**config.mk**
```make
export PLATFORM = sky130hd
export DESIGN_NAME = utf8_text_validator_top
export DESIGN_NICKNAME = d
export VERILOG_FILES = /design/src/hdl/utf8v_pkg.sv /design/src/hdl/utf8_text_validator_top.sv /design/src/hdl/utf8v_check.sv
export SDC_FILE = /design/constraint.sdc
export NUM_CORES = 1
export LEC_CHECK = 0
export BUFFER_PORTS_ARGS = -buffer_cell sky130_fd_sc_hd__buf_4
export CAP_MARGIN = 20
export CORE_MARGIN = 1
export CORE_UTILIZATION = 55
export CTS_BUF_LIST = sky130_fd_sc_hd__clkbuf_8
export CTS_CLUSTER_DIAMETER = 100
export DETAILED_ROUTE_END_ITERATION = 10
export GPL_TIMING_DRIVEN = 0
export PLACE_DENSITY = 0.74
export SLEW_MARGIN = 10
export SYNTH_ARGS = -nofsm -noshare
export SYNTH_HDL_FRONTEND = slang
export SYNTH_SLANG_ARGS = --single-unit
```
**constraint.sdc**
```tcl
create_clock -name aclk -period 10 [get_ports aclk]
set_clock_uncertainty 0.05 [all_clocks]
set_input_delay 2 -clock aclk [delete_from_list [all_inputs] [get_ports aclk]]
set_output_delay 2 -clock aclk [all_outputs]
set_load 0.03 [all_outputs]
```
**src/hdl/utf8v_pkg.sv**
```systemverilog
// Types and byte constants shared by the UTF-8 text validator.
package utf8v_pkg;

    localparam int unsigned BYTE_TOTAL_W = 13;
    localparam int unsigned MAX_LEN_W    = 13;
    localparam logic [MAX_LEN_W-1:0] MAX_LEN_RESET = 13'd4096;

    localparam logic [7:0] CTRL_END    = 8'h20;
    localparam logic [7:0] DEL_CHAR    = 8'h7F;
    localparam logic [7:0] ASCII_END   = 8'h80;
    localparam logic [7:0] LEAD2_LO    = 8'hC2;
    localparam logic [7:0] LEAD2_HI    = 8'hDF;
    localparam logic [7:0] LEAD3_LO    = 8'hE0;
    localparam logic [7:0] LEAD3_HI    = 8'hEF;
    localparam logic [7:0] LEAD3_SURR  = 8'hED;
    localparam logic [7:0] LEAD4_LO    = 8'hF0;
    localparam logic [7:0] LEAD4_HI    = 8'hF4;
    localparam logic [7:0] BOUND_A0    = 8'hA0;
    localparam logic [7:0] BOUND_90    = 8'h90;
    localparam logic [7:0] CONT_MASK   = 8'hC0;
    localparam logic [7:0] CONT_TAG    = 8'h80;

    typedef enum logic [2:0] {
        RULE_NONE,
        RULE_MIN_A0,
        RULE_BELOW_A0,
        RULE_MIN_90,
        RULE_BELOW_90
    } second_rule_t;

    typedef struct packed {
        logic [7:0] text_byte;
        logic       has_byte;
        logic       end_of_text;
    } in_item_t;

    typedef struct packed {
        logic                    text_valid;
        logic [BYTE_TOTAL_W-1:0] byte_total;
    } out_item_t;

    typedef struct packed {
        logic [1:0]   pending;
        second_rule_t rule;
        logic         error;
    } seq_state_t;

endpackage

```
**src/hdl/utf8_text_validator_top.sv**
```systemverilog
// Top level of the UTF-8 text validator: input register, text state, verdict register.
//
//  channel  direction  handshake            payload
//  s_       in         s_valid / s_ready    in_item_t  (byte, has_byte, end_of_text)
//  m_       out        m_valid / m_ready    out_item_t (text_valid, byte_total)
//  cfg_     in         cfg_we               cfg_wdata  (max_length)
//
// One item per clock sustained while no end item waits on a stalled result.
// A verdict is loaded into the result register at the edge that takes its end item
// out of the input register, and m_valid is driven from that result register.
// A stalled result holds an end item in the input register and the input behind it; a non-end item is still consumed.
// Synchronous active-low reset: text state cleared, max_length back to 4096.
module utf8_text_validator_top #(
    parameter int unsigned LENGTH_LIMIT = 4096
) (
    input  logic                                  aclk,
    input  logic                                  aresetn,
    input  logic                                  s_valid,
    output logic                                  s_ready,
    input  utf8v_pkg::in_item_t                   s_item,
    output logic                                  m_valid,
    input  logic                                  m_ready,
    output utf8v_pkg::out_item_t                  m_item,
    input  logic                                  cfg_we,
    input  logic [utf8v_pkg::MAX_LEN_W-1:0]       cfg_wdata
);

    localparam int unsigned CNT_W = $clog2(LENGTH_LIMIT + 2);
    localparam int unsigned MW    = (CNT_W > utf8v_pkg::MAX_LEN_W) ? CNT_W : utf8v_pkg::MAX_LEN_W;
    localparam logic [MW:0] LIMIT_EXT = (MW + 1)'(LENGTH_LIMIT);

    logic [utf8v_pkg::MAX_LEN_W-1:0] max_length_reg;

    utf8v_pkg::in_item_t   in_item_reg;
    logic                  in_valid_reg;
    logic                  in_consume;

    utf8v_pkg::seq_state_t seq_reg, seq_next, seq_upd;
    logic [CNT_W-1:0]      cnt_reg, cnt_next;

    utf8v_pkg::out_item_t  m_item_reg, m_item_next;
    logic                  m_valid_reg;
    logic                  out_free;

    logic [MW:0] max_ext, eff_max, cnt_upd_ext, cnt_ext;
    logic        verdict;

    // config register
    always_ff @(posedge aclk) begin
        if (!aresetn)
            max_length_reg <= utf8v_pkg::MAX_LEN_RESET;
        else if (cfg_we)
            max_length_reg <= cfg_wdata;
    end

    assign max_ext = (MW + 1)'(max_length_reg);
    assign eff_max = (max_ext > LIMIT_EXT) ? LIMIT_EXT : max_ext;

    assign out_free   = !m_valid_reg || m_ready;
    assign in_consume = in_valid_reg && (!in_item_reg.end_of_text || out_free);
    assign s_ready    = !in_valid_reg || in_consume;

    always_ff @(posedge aclk) begin
        if (!aresetn)
            in_valid_reg <= 1'b0;
        else if (s_ready)
            in_valid_reg <= s_valid;
    end

    always_ff @(posedge aclk) begin
        if (s_ready && s_valid)
            in_item_reg <= s_item;
    end

    utf8v_check u_check (
        .st        (seq_reg),
        .text_byte (in_item_reg.text_byte),
        .has_byte  (in_item_reg.has_byte),
        .st_next   (seq_upd)
    );

    // saturating count, stops at effective max plus one
    assign cnt_ext = (MW + 1)'(cnt_reg);
    always_comb begin
        cnt_next = cnt_reg;
        if (in_item_reg.has_byte && cnt_ext <= eff_max)
            cnt_next = CNT_W'(cnt_reg + 1'b1);
    end
    assign cnt_upd_ext = (MW + 1)'(cnt_next);

    assign verdict = !seq_upd.error && (cnt_next != '0) && (cnt_upd_ext <= eff_max)
                     && (seq_upd.pending == 2'd0);

    always_comb begin
        m_item_next.text_valid = verdict;
        m_item_next.byte_total = cnt_upd_ext[utf8v_pkg::BYTE_TOTAL_W-1:0];
        seq_next               = seq_upd;
        if (in_item_reg.end_of_text)
            seq_next = '{pending: 2'd0, rule: utf8v_pkg::RULE_NONE, error: 1'b0};
    end

    always_ff @(posedge aclk) begin
        if (!aresetn) begin
            seq_reg <= '{pending: 2'd0, rule: utf8v_pkg::RULE_NONE, error: 1'b0};
            cnt_reg <= '0;
        end else if (in_consume) begin
            seq_reg <= seq_next;
            cnt_reg <= in_item_reg.end_of_text ? '0 : cnt_next;
        end
    end

    always_ff @(posedge aclk) begin
        if (!aresetn)
            m_valid_reg <= 1'b0;
        else if (in_consume && in_item_reg.end_of_text)
            m_valid_reg <= 1'b1;
        else if (m_ready)
            m_valid_reg <= 1'b0;
    end

    always_ff @(posedge aclk) begin
        if (in_consume && in_item_reg.end_of_text)
            m_item_reg <= m_item_next;
    end

    assign m_valid = m_valid_reg;
    assign m_item  = m_item_reg;

    // text state is back to its cleared value after every verdict
    a_clear_after_end: assert property (@(posedge aclk) disable iff (!aresetn)
        in_consume && in_item_reg.end_of_text |=>
            cnt_reg == '0 && seq_reg.pending == 2'd0 && !seq_reg.error)
        else $error("text state not cleared after end item");

    // a passing text always has at least one byte
    a_valid_nonempty: assert property (@(posedge aclk) disable iff (!aresetn)
        m_valid_reg && m_item_reg.text_valid |-> m_item_reg.byte_total != '0)
        else $error("valid verdict with zero byte count");

    // error stays set until the end of the text
    a_error_sticky: assert property (@(posedge aclk) disable iff (!aresetn)
        seq_reg.error && in_consume && !in_item_reg.end_of_text |=> seq_reg.error)
        else $error("error flag dropped inside a text");

    // only a waiting end item can hold the input side
    a_stall_cause: assert property (@(posedge aclk) disable iff (!aresetn)
        !s_ready |-> in_valid_reg && in_item_reg.end_of_text && m_valid_reg && !m_ready)
        else $error("input stalled without a blocked end item");

endmodule

```
**src/hdl/utf8v_check.sv**
```systemverilog
// Per-byte UTF-8 sequence checker: next sequence state from current state and byte.
module utf8v_check (
    input  utf8v_pkg::seq_state_t st,
    input  logic [7:0]            text_byte,
    input  logic                  has_byte,
    output utf8v_pkg::seq_state_t st_next
);

    logic [7:0] b;
    assign b = text_byte;

    always_comb begin
        st_next = st;
        if (has_byte && !st.error) begin
            if (st.pending == 2'd0) begin
                if (b < utf8v_pkg::CTRL_END || b == utf8v_pkg::DEL_CHAR) begin
                    st_next.error = 1'b1;
                end else if (b < utf8v_pkg::ASCII_END) begin
                    st_next = st;
                end else if (b >= utf8v_pkg::LEAD2_LO && b <= utf8v_pkg::LEAD2_HI) begin
                    st_next.pending = 2'd1;
                    st_next.rule    = utf8v_pkg::RULE_NONE;
                end else if (b >= utf8v_pkg::LEAD3_LO && b <= utf8v_pkg::LEAD3_HI) begin
                    st_next.pending = 2'd2;
                    if (b == utf8v_pkg::LEAD3_LO)
                        st_next.rule = utf8v_pkg::RULE_MIN_A0;
                    else if (b == utf8v_pkg::LEAD3_SURR)
                        st_next.rule = utf8v_pkg::RULE_BELOW_A0;
                    else
                        st_next.rule = utf8v_pkg::RULE_NONE;
                end else if (b >= utf8v_pkg::LEAD4_LO && b <= utf8v_pkg::LEAD4_HI) begin
                    st_next.pending = 2'd3;
                    if (b == utf8v_pkg::LEAD4_LO)
                        st_next.rule = utf8v_pkg::RULE_MIN_90;
                    else if (b == utf8v_pkg::LEAD4_HI)
                        st_next.rule = utf8v_pkg::RULE_BELOW_90;
                    else
                        st_next.rule = utf8v_pkg::RULE_NONE;
                end else begin
                    st_next.error = 1'b1;
                end
            end else begin
                // continuation byte, second-byte bound applies once after the lead
                case (st.rule)
                    utf8v_pkg::RULE_MIN_A0:   if (b <  utf8v_pkg::BOUND_A0) st_next.error = 1'b1;
                    utf8v_pkg::RULE_BELOW_A0: if (b >= utf8v_pkg::BOUND_A0) st_next.error = 1'b1;
                    utf8v_pkg::RULE_MIN_90:   if (b <  utf8v_pkg::BOUND_90) st_next.error = 1'b1;
                    utf8v_pkg::RULE_BELOW_90: if (b >= utf8v_pkg::BOUND_90) st_next.error = 1'b1;
                    default: ;
                endcase
                if ((b & utf8v_pkg::CONT_MASK) != utf8v_pkg::CONT_TAG)
                    st_next.error = 1'b1;
                st_next.pending = st.pending - 2'd1;
                st_next.rule    = utf8v_pkg::RULE_NONE;
            end
        end
    end

endmodule
```
* Word-level counts from Yosys, hierarchy flattened
Cells that the tools add are included.
** Word-level totals
- Register bits :: 58
- Latch bits :: 0
- Bits in writable memories :: 0
- Memory bits (read-only) :: 0
- Input bits :: 28
- Output and inout port bits :: 16
- Word-level logic and storage cells :: 95
- Memories :: 0
** Operators by class
- Add/sub/neg operators :: 2
- $mul :: 0
- Divide/modulo/power cells :: 0
- Order comparisons :: 15
- Eq/ne operators :: 13
- Shifts and indexed selects :: 0
- Mux-type cells :: 27
- Bitwise operators :: 0
- Reduce and logical (&&, ||, !) cells :: 26
** Operators with widths (count)
- 8-bit greater-or-equal comparator, second input constant :: 5
- 13-bit 2-to-1 mux :: 3
- 8-bit == test, second input constant :: 4
- 13-bit <= comparator :: 2
- 8-bit <= comparator, second input constant :: 3
- 8-bit < comparator, second input constant :: 3
- 6-bit 2-to-1 mux :: 4
- 5-bit 2-to-1 mux :: 4
- 13-bit by 1-bit adder with 13-bit output, second input constant :: 1
- 13-bit > comparator, second input constant :: 1
- 13-bit nonzero test :: 1
- 1-bit logical AND :: 11
- 1-bit 2-to-1 mux :: 11
- 3-bit 2-to-1 mux :: 3
- 8-bit by 7-bit == test with 1-bit output, second input constant :: 1
- 8-bit by 6-bit < comparator with 1-bit output, second input constant :: 1
- 3-bit by 2-bit == test with 1-bit output, second input constant :: 2
- 3-bit inequality test, second input constant :: 2
- 1-bit zero test :: 5
- 5-bit inequality test, second input constant :: 1
- 5-bit AND reduction :: 1
- 2-bit zero test :: 2
- 1-bit logical OR :: 4
- 1-bit one-hot mux with 4 select lines :: 1
- 6 further kinds :: 7

* Depth between registers and ports, before layout
Gate-level depths: netlist (run 1).
- Depth in word-level cells :: 14
- Mapped depth :: 19

* Modules after synthesis
A second synthesis (run 1) with hierarchy kept.
** Second synthesis, totals
- Cell total of the unflattened synthesis :: 369
- Area, all modules :: 3522.1 um^2
** Modules (own cells, without submodules)
- utf8_text_validator_top :: instances 1, cells each 314, area an instance 3169.3 um^2, sequential area each 1401.3 um^2
- utf8v_check :: instances 1, cells each 55, area an instance 352.8 um^2, sequential area each 0.0 um^2

* Worst setup path after synthesis (run 1)
No wires, ideal clock.
- Kind :: input port to output port
- From :: in m_ready
- To :: out s_ready
- Arrival time :: 2.489 ns
- Path slack :: 5.461 ns
- Stages on the path :: 2
- Buffers on the path :: 0
- Cells stage by stage :: nor2b_1 nand3_1
** Between the ends
- Word-level cells in the longest chain between the ends :: 4
** Ends and longest elaborated chain
- start: declaration :: RTL line utf8_text_validator_top.sv:22 : input logic m_ready,
- 1-bit logical OR :: RTL line utf8_text_validator_top.sv:59 : assign out_free = !m_valid_reg || m_ready;
- 1-bit logical OR :: RTL line utf8_text_validator_top.sv:60 : assign in_consume = in_valid_reg && (!in_item_reg.end_of_text || out_free);
- 1-bit logical AND :: RTL line utf8_text_validator_top.sv:60
- 1-bit logical OR :: RTL line utf8_text_validator_top.sv:61 : assign s_ready = !in_valid_reg || in_consume;
- end: declaration :: RTL line utf8_text_validator_top.sv:19 : output logic s_ready,
No other way between the ends.

* Worst setup path in the final report (run 1)
- From :: reg max_length_reg[12] (netlist name)
- To :: reg m_item_reg (netlist bit m_item[13]), data pin
** Between the ends
- Word-level cells in the longest chain between the ends :: 9
** Ends and longest elaborated chain
- start: declaration :: RTL line utf8_text_validator_top.sv:32 : logic [utf8v_pkg::MAX_LEN_W-1:0] max_length_reg;
- start signal: assignment :: RTL line utf8_text_validator_top.sv:51 : max_length_reg <= utf8v_pkg::MAX_LEN_RESET;
- start signal: assignment :: RTL line utf8_text_validator_top.sv:53 : max_length_reg <= cfg_wdata;
- 13-bit > comparator :: RTL line utf8_text_validator_top.sv:57 : assign eff_max = (max_ext > LIMIT_EXT) ? LIMIT_EXT : max_ext;
- 13-bit 2-to-1 mux * :: RTL line utf8_text_validator_top.sv:57
- 13-bit <= comparator * :: RTL line utf8_text_validator_top.sv:86 : if (in_item_reg.has_byte && cnt_ext <= eff_max)
- 1-bit logical AND * :: RTL line utf8_text_validator_top.sv:86
- 13-bit 2-to-1 mux * :: RTL line utf8_text_validator_top.sv:86
- via cnt_next[6] :: RTL line utf8_text_validator_top.sv:39 : logic [CNT_W-1:0] cnt_reg, cnt_next;
- branches (longest 2 deep; another with 13-bit <= comparator)
- 1-bit logical AND * :: RTL line utf8_text_validator_top.sv:91 : assign verdict = !seq_upd.error && (cnt_next != '0) && (cnt_upd_ext <= eff_max)
- 1-bit logical AND * :: RTL line utf8_text_validator_top.sv:92 : && (seq_upd.pending == 2'd0);
- via verdict :: RTL line utf8_text_validator_top.sv:46 : logic verdict;
- end signal: assignment :: RTL line utf8_text_validator_top.sv:123 : m_item_reg <= m_item_next;
- end: declaration :: RTL line utf8_text_validator_top.sv:41 : utf8v_pkg::out_item_t m_item_reg, m_item_next;
Mark *: on every way through the listed nets, which the timed path passes.
A chain may end at the register's enable or synchronous reset.

==> results of run 1 <==
[stage by stage]
step	hold WS [ns]	util, %	power (uW)	area [um2]	worst slack (ns)
final	0.4619	69.07	525.4	3920	4.770
after global routing	0.5005	69.07	546.2	3920	4.398
after CTS	0.4639	68.94	528.0	3913	4.812
after detailed placement	0.4568	65.67	321.6	3727	4.889
after global placement	0.4459	65.67	320.0	3727	5.003
after floorplan	0.4162	-	301.3	3322	5.461
[layer usage]
layer | vias up | part of all wire, %
li1 | 1342 | -
met1 | 1265 | 44
met2 | 102 | 45
met3 | 22 | 7.4
met4 | 0 | 3.1
met5 | - | 0
[critical path: stages, from the launching register on]
cell       delay [ns]
dfxtp_1          0.34
inv_1            0.11
clkbuf_1         0.37
nand2_1          0.20
ha_1             0.33
a21o_1           0.17
a211o_1          0.32
o31ai_4          0.52
nand4_1          0.19
xnor2_1          0.47
ha_1             0.35
and4_1           0.21
a2111oi_0        0.41
nand2_1          0.11
o221ai_1         0.19
a21oi_1          0.12
or4_1            0.45
a31oi_1          0.17
[Yosys cell counts, types with 3 or more instances]
cell type and number:
a21o_1 3, o21ai_0 18, a21oi_1 8, nand2b_1 4
nor3_1 5, clkbuf_1 11, xnor2_1 11, a22oi_1 12
nor2b_1 29, nand3_1 12, mux2i_1 12, o21a_1 4
nor2_1 18, nand2_1 30, o21ai_1 3, a31oi_1 3
or3_1 3, dfxtp_1 34, inv_1 11, ha_1 27
nand4_1 11, a21boi_0 5, and2_1 4, edfxtp_1 24
and3_1 5
[logic make-up after synthesis]
| kind of cell | after synthesis |
|---|---|
| adders and majority gates | 27 |
| DFF | 58 |
| AOI/OAI and AO/OA | 72 |
| xor gates and xnor gates | 14 |
| buffers and inverters | 24 |
| and+or+nand+nor | 131 |
| muxes | 13 |
[power groups by stage]
stage	Sequential [uW]	Combinational, uW	Clock, uW
after global routing	260	64.3	222
after floorplan	265	36.1	0
after global placement	264	56.0	0
after detailed placement	264	57.3	0
final	259	58.5	208
after CTS	259	57.9	211
[cell type report]
class / count / area [um2]
Timing Repair Buffer: 43 / 322.8
Clock buffer: 9 / 123.9
Tap cell: 72 / 90.09
Inverter: 11 / 41.29
Sequential cell: 58 / 1401
Multi-Input combinational cell: 257 / 1819
Buffer: 13 / 60.06
Fill cell: 466 / 1755
Clock inverter: 7 / 61.31
[cells in the final DEF, fill, tap and decap left out, types with 18 or more instances in the layout]
cell and count:
nor2b_1 29, o21ai_0 18, edfxtp_1 24, buf_4 44, nand2_1 30, nor2_1 18, ha_1 27, dfxtp_1 34
[how the worst max path moves through the flow]
stage                        from          to  slack [ns]
5_1_grt        max_length_reg[12]  m_item[13]        4.40
4_1_cts        max_length_reg[12]  m_item[13]        4.81
3_3_place_gp   max_length_reg[12]  m_item[13]        5.00
2_1_floorplan             m_ready     s_ready        5.46
6_report       max_length_reg[12]  m_item[13]        4.77
3_5_place_dp   max_length_reg[12]  m_item[13]        4.89
==> qor.yml, run 1 <==
vias: 2731
synthesis.instances: 339
start_kind: "flip-flop"
critPathKind: "reg -> reg"
grt.overflow.total: 0
switching_share_pct: 25.32
hold_path.class: "reg -> reg"
synth_warnings: 0
outcome: "completed"
synth.area.top_cells: "edfxtp_1 22%, dfxtp_1 20%, ha_1 10%, nor2b_1 5.5%, mux2i_1 3.6%"
clk_path_buf_depth: 2
initial_utilization_pct: 58.53
cp_data_arrival_time_ns: 5.38
grt_use_met1_pct: 35.10
hold_viol: 0
muxShareOfSynthArea_pct: 3.955
synthesis.nets: 394
dpl.cell_count: 453
synth_top_family_by_area: "simple AND/OR/NAND/NOR gates"
synth-seq-area-share_pct: 42.18
antenna_found_initial: 0
drt_iter0_drc: 134
rsz0062_at_grt: "no"
synth_edf_count: 24
post_cts_buffers: 0
ant_nets: 0
grt_usage_pct: 26.30
synth_top_area_share_pct: 21.69
gp_congestion: 0.9194
grt_pass1_wl_um: 12210
pwr-share-seq_pct: 49.3
drt-total-wl_um: 7565
cts_tree: "built"
drv_cap: 0
dominantRegCellSynth: "dfxtp_1"
syn_to_final_growth_pct: 18.00
crit_fanout: 10
min_to: "seq_reg[3]"
reg2reg_slack_ns: 4.77
yosys.area_share.simple_pct: 21.09
dieHeight_um: 79.72
cts_buffers: 9
layout-drive-gt1-share_pct: 17.09
clock_latency_ns: 0.35
dieWidth_um: 79.72
grt_pass1_vias: 2505
io_pins: 44
power.density_nw_per_um2: 134.0
clockRootBuffer: "clkbuf_8"
p_int_uw: 392.4
leakage_uw: 0.001618
fin_crit_sh_pct: 52.30
dieArea_um2: 6354
synth_cell_type_count: 52
report.final.slew_viol_count: 0
synthArstFlopShare_pct: 0
vias_per_cell: 5.811
cp.required_ns: 10.15
wl_per_cell_um: 16.10
ys_ff_latch: 58
ctsHoldBuffers: 0
relSlewSlack_pct: 57.77
max-vdd-ir-drop_uv: 102.8
largest_reg_flops: 14
core_um2: 5675
fin_crit_ns: 5.230
cts_sinks: 58
cts-resized-gates: 0
p_switching_uw: 133.0
yosys.area_share.xor_xnor_pct: 4.143
fmax_ghz: 0.1912
tns_ns: 0
syn-cell-area_um2: 3322
hold_depth: 2
placementRows: 27
met2_usage_pct: 38.97
synth_area_leader_cell: "edfxtp_1"
synth_compound_area_share_pct: 15.40
num-nets-final: 448
p_clk_share_pct: 39.5
r2r_cells: 17
busiest_layer: "met2"
end_kind: "flip-flop"
synth_area_per_cell_um2: 9.799
antennaDiodeCount: 0
met3_usage_pct: 7.886
r2r_start: "max_length_reg[12]"
power_frac_comb_pct: 11.1
fin_cells: 470
h-tree-depth: 3
io_buffer_count: 42
finalSetupViolCount: 0
grt_max_degree: 16
worstHoldStart: "seq_reg[3]"
r2r_end: "m_item[13]"
hpwl_um: 5674
drc: 0
synth_adder_area_share_pct: 10.17
dr.pass1.iters: 4
max_slew.worst_pin.slew_ns: 0.6335
clkSlewWorstSetupHoldPaths_ns: 0.07
Power figures use the tool's default switching activity.
==> run 2: changes to the inputs <==
--- a/config.mk
+++ b/config.mk
@@ -8,12 +8,12 @@
 export BUFFER_PORTS_ARGS = -buffer_cell sky130_fd_sc_hd__buf_4
 export CAP_MARGIN = 20
 export CORE_MARGIN = 1
-export CORE_UTILIZATION = 55
+export CORE_UTILIZATION = 54
 export CTS_BUF_LIST = sky130_fd_sc_hd__clkbuf_8
 export CTS_CLUSTER_DIAMETER = 100
 export DETAILED_ROUTE_END_ITERATION = 10
 export GPL_TIMING_DRIVEN = 0
-export PLACE_DENSITY = 0.74
+export PLACE_DENSITY = 0.75
 export SLEW_MARGIN = 10
 export SYNTH_ARGS = -nofsm -noshare
 export SYNTH_HDL_FRONTEND = slang
==> constraint.sdc (replaced) <==
create_clock -name aclk -period 4.7 [get_ports aclk]
set_clock_uncertainty 0.05 [all_clocks]
set_input_delay 0.94 -clock aclk [delete_from_list [all_inputs] [get_ports aclk]]
set_output_delay 0.94 -clock aclk [all_outputs]
set_load 0.03 [all_outputs]
==> qor.yml, run 2 (synthesis results as in run 1) <==
grt_usage_pct: 25.19
dieArea_um2: 6469
layout.area.seq_um2: 1401
clock_latency_ns: 0.35
grt.overflow.total: 0
clk_path_buf_depth: 2
drt_iter0_drc: 154
crit_fanout: 10
end_kind: "flip-flop"
dpl.cell_count: 456
vias: 2787
mostFrequentLayoutCell: "buf_4"
io_pins: 44
path_buf_inv: 4
largest_reg_flops: 14
drc: 0
num-nets-final: 457
fillers: 486
h-tree-depth: 3
path_cells: "inv_1, buf_6, nand2_1, ha_1, a21o_1, a211o_1, o31ai_4, buf_4, buf_4, mux2_2, ha_1, nor2b_1, o21a_1, o21ai_0, a21oi_1, o221ai_1, a21oi_1, or4_1, a31oi_1"
dieWidth_um: 80.43
antenna_found_initial: 0
drv_cap: 0
hold_viol: 0
grt_max_degree: 16
clockRootBuffer: "clkbuf_8"
cts_tree: "built"
fmax_ghz: 0.2219
setup_ws_ns: 0.1934
placementRows: 28
leakage_uw: 0.001708
initial_utilization_pct: 56.11
finalSetupViolCount: 0
io_buffer_count: 42
max-vdd-ir-drop_uv: 197.3
fin_cells: 482
layout-drive-gt1-share_pct: 20.15
clkSlewWorstSetupHoldPaths_ns: 0.07
power.density_nw_per_um2: 272.3
grt_pass1_wl_um: 12000
ant_nets: 0
cp_slowest_cell: "or4_1"
vias_per_cell: 5.782
cpPeakStageDelay_ns: 0.45
dpl_worst_slack_ns: -0.4729
wl_per_cell_um: 16.13
relSlewSlack_pct: 57.32
outcome: "completed"
core_um2: 5921
layout_common_cells: "52 x buf_4, 34 x dfxtp_1, 30 x nand2_1"
antennaDiodeCount: 0
drt-total-wl_um: 7773
critPathKind: "reg -> reg"
max_slew.worst_pin.slew_ns: 0.6402
cts_sinks: 58
hold_path.class: "reg -> reg"
start_kind: "flip-flop"
multi_input_area_um2: 1856
fin_crit_ns: 4.507
syn_to_final_growth_pct: 21.13
cp_data_arrival_time_ns: 4.65
cts_buffers: 9
dr.pass1.iters: 4
cp.required_ns: 4.84
report.final.slew_viol_count: 0
critPathTopFamily: "compound AO/OA/AOI/OAI gates"
grt_pass1_vias: 2584
gp_congestion: 0.9144
hpwl_um: 5650
dieHeight_um: 80.43
ctsHoldBuffers: 0
fin_crit_sh_pct: 95.88
## run 2: changes by cell type in the layout (fill, tap and decap cells not counted), moves of 2 or more
cell and change:
xnor2_2 +4, xnor2_1 -4, buf_4 +8, clkbuf_8 +2
## run 2: metrics by stage
stage                     utilization, %  hold WS, ns  cell area [um2]  TNS (ns)  total power [uW]
final                              67.96       0.4604             4024         0              1096
after CTS                          66.61       0.4652             3944         0              1095
after detailed placement           63.02       0.4564             3731   -0.4729             684.6
after floorplan                        -       0.4162             3322         0             641.0
after global routing               67.96       0.4903             4024  -0.04728              1133
after global placement             63.02       0.4483             3731   -0.3299             681.0
## run 2: per-layer routing
metal,up-vias,global-route usage [%],share of wire (%)
met1,1290,31.38,43
met3,20,6.818,6.8
met5,-,0,0
met2,109,39.58,47
li1,1368,-,-
met4,0,13.04,3.1
## run 2: what timing repair did
action | in CTS | in global routing
gates resized for setup | 3 | 8
buffers inserted | 3 | 6
pin swaps | 1 | 3
cloned | 0 | 0
setup endpoints to repair | 1 | 1
## run 2: where the power goes
group / total [uW] / internal [uW] / switching, uW
Sequential: 552 / 540 / 11.5
Combinational: 131 / 62.2 / 68.6
Clock: 413 / 213 / 201
## run 2: final timing paths
check	start	end	slack [ns]	depth (start not counted)
setup / recovery	max_length_reg[12]	m_item[13]	0.19	19
hold / removal	seq_reg[3]	seq_reg[3]	0.46	2
setup reg to reg	max_length_reg[12]	m_item[13]	0.19	19
hold reg to reg	seq_reg[3]	seq_reg[3]	0.46	2
## run 2: final cells by class
type                       instances  share of cell area, %
buffer                            13                  1.679
clock buffer                      11                  3.762
clock inverter                     5                 0.5597
inverter                          11                  1.026
multi-input combinational        257                  46.11
sequential                        58                  34.83
tap                               75                  2.332
timing repair buffer              52                  9.701
## run 2: worst register-to-register path, delay by kind of cell (launching register included)
kind | cells | cell delay [ns]
compound gates | 9 | 1.71
fa+ha+maj | 2 | 0.62
buf+inv | 4 | 0.57
flops | 1 | 0.34
mux | 1 | 0.37
simple gates | 3 | 0.69
